===== config.mk =====
export PLATFORM = sky130hd
export DESIGN_NAME = signed_decimal_ascii_formatter_flat
export DESIGN_NICKNAME = d
export VERILOG_FILES = /design/src/hdl/sdaf_pkg.sv /design/src/hdl/sdaf_if.sv /design/src/hdl/sdaf_dabble.sv /design/src/hdl/signed_decimal_ascii_formatter.sv /design/src/flat_wrapper.sv
export VERILOG_INCLUDE_DIRS = /design/src /design/src/hdl
export SDC_FILE = /design/constraint.sdc
export NUM_CORES = 1
export LEC_CHECK = 0
export BUFFER_PORTS_ARGS = -buffer_cell sky130_fd_sc_hd__buf_2
export CELL_PAD_IN_SITES_DETAIL_PLACEMENT = 1
export CELL_PAD_IN_SITES_GLOBAL_PLACEMENT = 1
export CORE_ASPECT_RATIO = 1.2
export CORE_MARGIN = 3
export CORE_UTILIZATION = 45
export CTS_CLUSTER_SIZE = 25
export DETAILED_ROUTE_END_ITERATION = 6
export GPL_ROUTABILITY_DRIVEN = 0
export PLACE_DENSITY = 0.78
export SYNTH_ARGS = -nofsm -noshare
export SYNTH_HDL_FRONTEND = slang
export SYNTH_HIERARCHICAL = 1
export SYNTH_SLANG_ARGS = --single-unit

===== constraint.sdc =====
create_clock -name clk -period 7.5 [get_ports clk]
set_clock_uncertainty 0.1 [all_clocks]
set_input_delay 1.125 -clock clk [delete_from_list [all_inputs] [get_ports clk]]
set_output_delay 1.125 -clock clk [all_outputs]
set_load 0.005 [all_outputs]

===== src/hdl/signed_decimal_ascii_formatter_assert.svh =====
// Assertion macros for the signed decimal ASCII formatter.
// Depends on nothing; included by the top level.
`ifndef SIGNED_DECIMAL_ASCII_FORMATTER_ASSERT_SVH
`define SIGNED_DECIMAL_ASCII_FORMATTER_ASSERT_SVH

// Condition implies consequence in the same cycle.
`define SDAF_ASSERT_NOW(label, clock, reset, cond, cons, msg) \
  label: assert property (@(posedge clock) disable iff (reset) (cond) |-> (cons)) \
    else $error(msg);

// Condition implies consequence in the next cycle.
`define SDAF_ASSERT_NEXT(label, clock, reset, cond, cons, msg) \
  label: assert property (@(posedge clock) disable iff (reset) (cond) |=> (cons)) \
    else $error(msg);

`endif


===== src/hdl/sdaf_pkg.sv =====
// Shared constants and types for the signed decimal ASCII formatter.
// Depends on nothing.
`default_nettype none
package sdaf_pkg;
  localparam int MagWidth   = 32;
  localparam int DigitCount = 10;
  localparam int BcdWidth   = 4 * DigitCount;
  localparam int CntWidth   = $clog2(MagWidth);
  localparam int IdxWidth   = $clog2(DigitCount);
  localparam int CharWidth  = 7;
  localparam int SfxWidth   = 2;

  localparam logic [CharWidth-1:0] CH_ZERO  = 7'd48;
  localparam logic [CharWidth-1:0] CH_MINUS = 7'd45;
  localparam logic [CharWidth-1:0] CH_SPACE = 7'd32;
  localparam logic [CharWidth-1:0] CH_CR    = 7'd13;
  localparam logic [CharWidth-1:0] CH_LF    = 7'd10;

  localparam logic [SfxWidth-1:0] SFX_NONE  = 2'd0;
  localparam logic [SfxWidth-1:0] SFX_SPACE = 2'd1;
  localparam logic [SfxWidth-1:0] SFX_CRLF  = 2'd2;

  typedef struct packed {
    logic busy;
    logic done;
  } conv_stat_t;
endpackage
`default_nettype wire


===== src/hdl/sdaf_if.sv =====
// Valid/ready channel interfaces for the formatter's input and output items.
// Depends on sdaf_pkg.
`default_nettype none
interface sdaf_in_if;
  logic                                 valid;
  logic                                 ready;
  logic signed [sdaf_pkg::MagWidth-1:0] value;
  logic        [sdaf_pkg::SfxWidth-1:0] suffix;
  modport source (output valid, output value, output suffix, input ready);
  modport sink (input valid, input value, input suffix, output ready);
endinterface

interface sdaf_out_if;
  logic                           valid;
  logic                           ready;
  logic [sdaf_pkg::CharWidth-1:0] character;
  logic                           last;
  modport source (output valid, output character, output last, input ready);
  modport sink (input valid, input character, input last, output ready);
endinterface
`default_nettype wire


===== src/hdl/sdaf_dabble.sv =====
// Bit-serial binary to BCD converter (shift and add three), one bit a cycle.
// Depends on sdaf_pkg.
`default_nettype none
module sdaf_dabble (
  input  wire logic                              clk,
  input  wire logic                              rst,
  input  wire logic                              start,
  input  wire logic [sdaf_pkg::MagWidth-1:0]     mag,
  output logic      [sdaf_pkg::BcdWidth-1:0]     bcd,
  output sdaf_pkg::conv_stat_t                   stat
);
  logic [sdaf_pkg::MagWidth-1:0] bin;
  logic [sdaf_pkg::BcdWidth-1:0] adj;
  logic [sdaf_pkg::CntWidth-1:0] cnt;
  logic                          busy;
  logic                          done;

  always_comb begin
    for (int i = 0; i < sdaf_pkg::DigitCount; i++) begin
      if (bcd[4*i +: 4] >= 4'd5) begin
        adj[4*i +: 4] = bcd[4*i +: 4] + 4'd3;
      end else begin
        adj[4*i +: 4] = bcd[4*i +: 4];
      end
    end
  end

  always_ff @(posedge clk) begin
    if (rst) begin
      busy <= 1'b0;
      done <= 1'b0;
      cnt  <= '0;
    end else begin
      done <= 1'b0;
      if (start) begin
        busy <= 1'b1;
        cnt  <= sdaf_pkg::CntWidth'(sdaf_pkg::MagWidth - 1);
      end else if (busy) begin
        if (cnt == '0) begin
          busy <= 1'b0;
          done <= 1'b1;
        end else begin
          cnt <= cnt - 1'b1;
        end
      end
    end
  end

  always_ff @(posedge clk) begin
    if (start) begin
      bin <= mag;
      bcd <= '0;
    end else if (busy) begin
      bcd <= {adj[sdaf_pkg::BcdWidth-2:0], bin[sdaf_pkg::MagWidth-1]};
      bin <= {bin[sdaf_pkg::MagWidth-2:0], 1'b0};
    end
  end

  assign stat.busy = busy;
  assign stat.done = done;
endmodule
`default_nettype wire


===== src/hdl/signed_decimal_ascii_formatter.sv =====
// Signed decimal ASCII formatter: an item of a signed 32-bit value and a suffix code
// becomes up to 13 characters ('-', digits without leading zeros, then nothing, a
// space, or CR LF), the final one flagged last. One item is handled at a time.
// After the item is taken, the bit-serial BCD converter runs. The sign is sent next for a
// negative value. Then the ten digit positions are walked, each leading zero skipped and
// each digit sent, and the suffix follows. A character that waits on the output holds
// back the sending of the next one until it is taken.
// The next item is taken while the final character still waits in the output register.
// Depends on sdaf_pkg, sdaf_if, sdaf_dabble and the assertion header.
`default_nettype none
`include "signed_decimal_ascii_formatter_assert.svh"
module signed_decimal_ascii_formatter (
  input wire logic clk,
  input wire logic rst,
  sdaf_in_if.sink   operand,
  sdaf_out_if.source text
);
  typedef enum logic [2:0] {
    S_IDLE,
    S_CONV,
    S_SIGN,
    S_DIGIT,
    S_SPACE,
    S_CR,
    S_LF
  } state_t;

  state_t                         state;
  logic                           negative;
  logic [sdaf_pkg::SfxWidth-1:0]  sfx;
  logic [sdaf_pkg::IdxWidth-1:0]  idx;
  logic                           started;
  logic                           o_valid;
  logic [sdaf_pkg::CharWidth-1:0] o_char;
  logic                           o_last;

  logic                           accept;
  logic                           emit_ok;
  logic                           load;
  logic [sdaf_pkg::MagWidth-1:0]  mag;
  logic [sdaf_pkg::BcdWidth-1:0]  bcd;
  logic [3:0]                     cur;
  sdaf_pkg::conv_stat_t           conv_stat;

  assign operand.ready  = (state == S_IDLE);
  assign accept         = operand.valid && operand.ready;
  assign emit_ok        = !o_valid || text.ready;
  assign mag            = operand.value[sdaf_pkg::MagWidth-1] ?
                          (~operand.value + 1'b1) : operand.value;
  assign cur            = bcd[4*idx +: 4];
  assign text.valid     = o_valid;
  assign text.character = o_char;
  assign text.last      = o_last;

  sdaf_dabble u_dabble (
    .clk   (clk),
    .rst   (rst),
    .start (accept),
    .mag   (mag),
    .bcd   (bcd),
    .stat  (conv_stat)
  );

  always_comb begin
    case (state)
      S_SIGN, S_SPACE, S_CR, S_LF: load = emit_ok;
      S_DIGIT: load = emit_ok && !(cur == 4'd0 && !started && idx != '0);
      default: load = 1'b0;
    endcase
  end

  always_ff @(posedge clk) begin
    if (rst) begin
      state    <= S_IDLE;
      o_valid  <= 1'b0;
      started  <= 1'b0;
      idx      <= '0;
      negative <= 1'b0;
      sfx      <= sdaf_pkg::SFX_NONE;
      o_char   <= '0;
      o_last   <= 1'b0;
    end else begin
      if (load) begin
        o_valid <= 1'b1;
      end else if (text.ready) begin
        o_valid <= 1'b0;
      end
      case (state)
        S_IDLE: begin
          if (accept) begin
            negative <= operand.value[sdaf_pkg::MagWidth-1];
            sfx      <= operand.suffix;
            state    <= S_CONV;
          end
        end
        S_CONV: begin
          if (conv_stat.done) begin
            idx     <= sdaf_pkg::IdxWidth'(sdaf_pkg::DigitCount - 1);
            started <= 1'b0;
            state   <= negative ? S_SIGN : S_DIGIT;
          end
        end
        S_SIGN: begin
          if (emit_ok) begin
            o_char  <= sdaf_pkg::CH_MINUS;
            o_last  <= 1'b0;
            state   <= S_DIGIT;
          end
        end
        S_DIGIT: begin
          if (cur == 4'd0 && !started && idx != '0) begin
            idx <= idx - 1'b1;
          end else if (emit_ok) begin
            o_char  <= sdaf_pkg::CH_ZERO + sdaf_pkg::CharWidth'(cur);
            o_last  <= (idx == '0) && (sfx != sdaf_pkg::SFX_SPACE)
                       && (sfx != sdaf_pkg::SFX_CRLF);
            started <= 1'b1;
            if (idx == '0) begin
              if (sfx == sdaf_pkg::SFX_SPACE) begin
                state <= S_SPACE;
              end else if (sfx == sdaf_pkg::SFX_CRLF) begin
                state <= S_CR;
              end else begin
                state <= S_IDLE;
              end
            end else begin
              idx <= idx - 1'b1;
            end
          end
        end
        S_SPACE: begin
          if (emit_ok) begin
            o_char  <= sdaf_pkg::CH_SPACE;
            o_last  <= 1'b1;
            state   <= S_IDLE;
          end
        end
        S_CR: begin
          if (emit_ok) begin
            o_char  <= sdaf_pkg::CH_CR;
            o_last  <= 1'b0;
            state   <= S_LF;
          end
        end
        S_LF: begin
          if (emit_ok) begin
            o_char  <= sdaf_pkg::CH_LF;
            o_last  <= 1'b1;
            state   <= S_IDLE;
          end
        end
        default: begin
          state <= S_IDLE;
        end
      endcase
    end
  end

  `SDAF_ASSERT_NOW(a_accept_conv_idle, clk, rst, accept, !conv_stat.busy, "item taken while converting")
  `SDAF_ASSERT_NOW(a_done_in_conv, clk, rst, conv_stat.done, state == S_CONV, "conversion ended outside wait")
  `SDAF_ASSERT_NEXT(a_done_leaves_conv, clk, rst, conv_stat.done, state != S_CONV, "stuck after conversion")
  `SDAF_ASSERT_NOW(a_idle_not_busy, clk, rst, state == S_IDLE, !conv_stat.busy, "converter busy while idle")
endmodule
`default_nettype wire

===== src/flat_wrapper.sv =====
// flat-port wrapper written by rule: the top's interface ports become plain ports
module signed_decimal_ascii_formatter_flat 
  (clk, rst, operand_valid, operand_value, operand_suffix, operand_ready, text_valid, text_character, text_last, text_ready);
  sdaf_in_if operand_i ();
  sdaf_out_if text_i ();
  input wire logic clk;
  input wire logic rst;
  input wire logic [$bits(operand_i.valid)-1:0] operand_valid;
  input wire logic [$bits(operand_i.value)-1:0] operand_value;
  input wire logic [$bits(operand_i.suffix)-1:0] operand_suffix;
  output wire logic [$bits(operand_i.ready)-1:0] operand_ready;
  output wire logic [$bits(text_i.valid)-1:0] text_valid;
  output wire logic [$bits(text_i.character)-1:0] text_character;
  output wire logic [$bits(text_i.last)-1:0] text_last;
  input wire logic [$bits(text_i.ready)-1:0] text_ready;
  assign operand_i.valid = operand_valid;
  assign operand_i.value = operand_value;
  assign operand_i.suffix = operand_suffix;
  assign operand_ready = operand_i.ready;
  assign text_valid = text_i.valid;
  assign text_character = text_i.character;
  assign text_last = text_i.last;
  assign text_i.ready = text_ready;
  signed_decimal_ascii_formatter u_core (.clk(clk), .rst(rst), .operand(operand_i), .text(text_i));
endmodule

==> Word level (Yosys, flattened, before mapping) <==
Index checks and enable logic that the tools add are counted.
{ "totals": {"reg_bits": 99, "input_bits": 38, "output_inout_bits": 10, "word_cells": 150} }
{ "classes": {"add_sub_neg": 14, "order_cmp": 10, "eq_ne": 24, "shifts": 1, "muxes": 55, "n_bitwise": 2, "reduce_logical": 31} }
{ "op_table": {"columns": ["op", "count"], "rows": [
  ["$mux W32", 3],
  ["$mux W4", 13],
  ["$mux W7", 6],
  ["$ge A4 B3 Y1 const B", 10],
  ["$shiftx A40 B7 Y4", 1],
  ["$add A4 B2 Y4 const B", 9],
  ["$pmux W7 S5", 1],
  ["$mux W3", 11],
  ["$add A32 B1 Y32 const B", 1],
  ["$not A32 Y32", 1],
  ["$ne A2 B1 Y1 const B", 10],
  ["$pmux W3 S6", 1],
  ["$mux W5", 3],
  ["$mux W1", 13],
  ["$eq A3 B3 Y1 const B", 3],
  ["$logic_not A4 Y1", 2],
  ["$ne A2 B2 Y1 const B", 4],
  ["$pmux W4 S2", 1],
  ["$reduce_and A4 Y1", 2],
  ["$reduce_and A8 Y1", 1],
  ["$add A6 B4 Y7 const A", 1],
  ["$reduce_and A7 Y1", 1],
  ["$eq A3 B2 Y1 const B", 2],
  ["$logic_and A1 B1 Y1", 6],
  ["24 further kinds", 31]
]} }

==> Depth between registers and ports, before layout <==
{ "depth": {"ltp_word": 8, "depth_mapped": 11, "ltp_nobuf": 8} }

==> By module <==
Netlist, hierarchy kept.
{ "by_module_without_submodules": {"columns": ["mod", "n_inst", "cells_per_inst", "area_per_inst_um2"], "rows": [
  ["sdaf_dabble", 1, 412, 4060.1],
  ["signed_decimal_ascii_formatter", 1, 271, 2119.5]
]} }

==> Least setup slack after synthesis <==
No wires, ideal clock.
{ "synth_timing": {"path_type": "input port to flip-flop", "start": "input operand_value[14]", "end": "register u_core/u_dabble/bin[27] (netlist bit), data pin", "arrival_ps": 3377, "t_required_ps": 7140, "slack_ps": 3763, "stages": 7, "n_path_buf": 0, "cell_sequence": "or4_4 or3_4 or3_4 or4_4 o41ai_2 xnor2_1 mux2_2"} }
{ "synth_via": {"elab_chain_len": 4} }
{ "synth_lines": {"columns": ["item", "line", "text"], "rows": [
  ["from (decl)", "flat_wrapper.sv:9", "input wire logic [$bits(operand_i.value)-1:0] operand_value;"],
  ["$not A32 Y32", "signed_decimal_ascii_formatter.sv:49", "(~operand.value + 1'b1) : operand.value;"],
  ["$add A32 B1 Y32", "signed_decimal_ascii_formatter.sv:49", null],
  ["$mux W32", "signed_decimal_ascii_formatter.sv:48", "assign mag = operand.value[sdaf_pkg::MagWidth-1] ?"],
  ["net u_core.mag (one bit)", "signed_decimal_ascii_formatter.sv:40", "logic [sdaf_pkg::MagWidth-1:0] mag;"],
  ["$mux W32", "sdaf_dabble.sv:50", "if (start) begin"],
  ["to (signal assigned)", "sdaf_dabble.sv:51", "bin <= mag;"],
  ["to (signal assigned)", "sdaf_dabble.sv:55", "bin <= {bin[sdaf_pkg::MagWidth-2:0], 1'b0};"],
  ["to (decl)", "sdaf_dabble.sv:12", "logic [sdaf_pkg::MagWidth-1:0] bin;"]
]} }
The timed path passes the listed nets, and every way through them passes these cells.
A chain may end at the register's enable or synchronous reset.

==> Worst setup path in the final report <==
{ "layout_timing": {"start": "input operand_value[4]", "end": "register u_core/u_dabble/bin[27] (netlist bit), data pin"} }
Same word-level chain as after synthesis.

==> flow_metrics.env <==
export IMPL_whs_path_depth=2
export IMPL_worst_path_buf_inv=1
export IMPL_tns_ns=0
export IMPL_p_per_area_nw_per_um2=288
export IMPL_wl_um=15200
export IMPL_initial_core_util_pct=46.4
export IMPL_via_count=5195
export IMPL_holdCritStartpoint="u_core/text.character[5]"
export IMPL_clkSlewWorstSetupHoldPaths_ns=0.07
export IMPL_max_cap_viol_count=0
export IMPL_utilization_pct=50.7
export IMPL_rsz0062_at_grt="false"
export IMPL_final_period_utilization_pct=50.3
export IMPL_syn_num_nets=745
export IMPL_final_antenna_net_count=0
export IMPL_firstDrtPassIters=4
export IMPL_wire_per_inst_um=17.4
export IMPL_critPathMaxFanout=5
export IMPL_ios=48
export IMPL_crit_chain="buf_2 -> nor4_1 -> nand4b_1 -> or3_4 -> or4_4 -> o41ai_2 -> xnor2_1 -> mux2_2"
export IMPL_cts_post_setup_buffers_inserted=0
export IMPL_antenna_found_initial=0
export IMPL_p_leak_nw=2.34
export IMPL_arrival_ns=3.77
export IMPL_cts_buffers=9
export IMPL_cts_sinks=98
export IMPL_die_height_um=134
export IMPL_tightestPinTransition_ns=0.859
export IMPL_r2r_end="u_core/text.character[1]"
export IMPL_grt_pass1_wl_um=26200
export IMPL_regArea_um2=2280
export IMPL_num_rows=46
export IMPL_crit_type="input pin to flop"
export IMPL_cts_resized=0
export IMPL_status="finished clean"
export IMPL_grt_ovfl_total=0
export IMPL_peakVddDrop_mv=0.156
export IMPL_area_growth_pct=9.16
export IMPL_drive_above_1_share_pct=17.7
export IMPL_critPathRequiredTime_ns=7.49
export IMPL_critPathTopFamily="simple AND/OR/NAND/NOR gates"
export IMPL_hold_path_end="u_core/text.character[5]"
export IMPL_synthesis_area_um2=6170
export IMPL_grt_max_degree=86
export IMPL_finalCriticalPeriod_ns=3.77
export IMPL_cts_tree="done"
export IMPL_reg2reg_depth=6
export IMPL_max_slew_margin_pct=42.6
export IMPL_nets=766
export IMPL_grt_pass1_vias=5523
export IMPL_end_kind="flop"
export IMPL_avgSynthCellArea_um2=9.05
export IMPL_hold_buffers=0
export IMPL_die_area_um2=15200
export IMPL_multiInputGateArea_um2=3530
export IMPL_hold_worst_slack_ns=0.351
export IMPL_syn_instance_count=682
export IMPL_fillCellCount=1571
export IMPL_slew_viol_final=0
export IMPL_r2r_start="u_core/idx[1]"
export IMPL_drt_vias_per_instance=5.93
export IMPL_die_w_um=113
export IMPL_place_hpwl_um=10900
export IMPL_ff2ff_setup_slack_ns=3.81
export IMPL_route_detailed_drc=0
export IMPL_dp_slack_ns=3.34
export IMPL_n_antenna_cell=0
export IMPL_setup_slack_ns=3.73
export IMPL_fmax_mhz=265
export IMPL_h_tree_depth=3
export IMPL_clk_latency_ns=0.35
export IMPL_cpMaxStageDelayCell="nor4_1"
export IMPL_io_buffers=46
export IMPL_start_kind="input pin"
export IMPL_total_power_mw=1.94
export IMPL_yosysWarnings=6
export IMPL_drtIter0Drc=287
export IMPL_core_area_um2=13300
export IMPL_root_buffer="clkbuf_16"
export IMPL_grt_usage_pct=20.7
export IMPL_max_stage_delay_ns=0.62
export IMPL_setup_viol=0
export IMPL_cts_buffer_depth=2
export IMPL_hold_viol_final=0
export IMPL_hold_path_class="flop to flop"
==> flip-flops by register name, summed over array words and instances (netlist names) <==
| signal | cells |
|---|---|
| u_core/text.valid | 1 |
| u_core/state | 3 |
| u_core/started | 1 |
| u_core/u_dabble/done | 1 |
| u_core/sfx | 2 |
| u_core/idx | 4 |
| u_core/u_dabble/bcd | 40 |
| u_core/text.character | 6 |
| u_core/negative | 1 |
| u_core/u_dabble/busy | 1 |
| u_core/u_dabble/bin | 32 |
| u_core/u_dabble/cnt | 5 |
| u_core/text.last | 1 |
==> tightest hold or removal path, stage by stage (launching register included) <==
cell and delay, ns:
dfxtp_1 0.31, inv_1 0.05, a21oi_1 0.05
==> power breakdown <==
part | switching [mW] | leakage (nW) | internal (mW) | total, mW
combinational | 0.362 | 1.34 | 0.286 | 0.648
sequential | 0.149 | 0.856 | 0.708 | 0.857
clock | 0.202 | 0.135 | 0.233 | 0.435
==> stage by stage <==
stage	cell area (µm²)	instances
4_1_cts	6740	876
2_1_floorplan	6170	682
3_5_place_dp	6460	860
5_1_grt	6740	876
6_report	6740	876
3_3_place_gp	6460	860
==> metal layers <==
layer	vias to the layer above	global-route usage, %	wire length, µm
met5	-	0	0
met3	28	2.80	354
met4	0	7.95	339
met2	78	37.8	8020
li1	2554	-	-
met1	2535	24.3	6490
==> placed cells by master, fill, tap and decap left out, types with 5 or more instances in the layout <==
master and n:
dfxtp_1 65, inv_1 51, a21oi_1 50, nand2_1 48, buf_2 46, o21ai_0 39, nor2_1 39, mux2_2 36
edfxtp_1 32, xnor2_1 31, ha_1 25, nand3_1 16, o21ai_1 16, mux2i_1 14, o22ai_1 13, nor3_1 12
or3_1 12, nand4_1 12, o32ai_1 10, clkbuf_16 9, o31ai_1 9, o22a_1 9, a311oi_1 8, nand2b_1 7
a21bo_1 7, a211o_1 5
==> area by class of cell <==
type | instances | share of cell area [%]
clock buffer | 11 | 3.60
clock inverter | 5 | 0.464
sequential | 98 | 33.9
inverter | 51 | 2.84
multi-input combinational | 494 | 52.3
tap | 168 | 3.12
timing repair buffer | 49 | 3.75
==> how the worst max path moves through the flow <==
stage                     slack [ns]  cells past startpoint         startpoint                      end
after floorplan                 3.76                      7  operand_value[14]  u_core/u_dabble/bin[27]
after CTS                       3.70                      8   operand_value[4]  u_core/u_dabble/bin[27]
after global routing            3.55                      8   operand_value[4]  u_core/u_dabble/bin[27]
after detailed placement        3.34                      8   operand_value[4]  u_core/u_dabble/bin[27]
final                           3.73                      8   operand_value[4]  u_core/u_dabble/bin[27]
after global placement          3.48                      8   operand_value[4]  u_core/u_dabble/bin[30]
(Power assumes the default switching activity.)
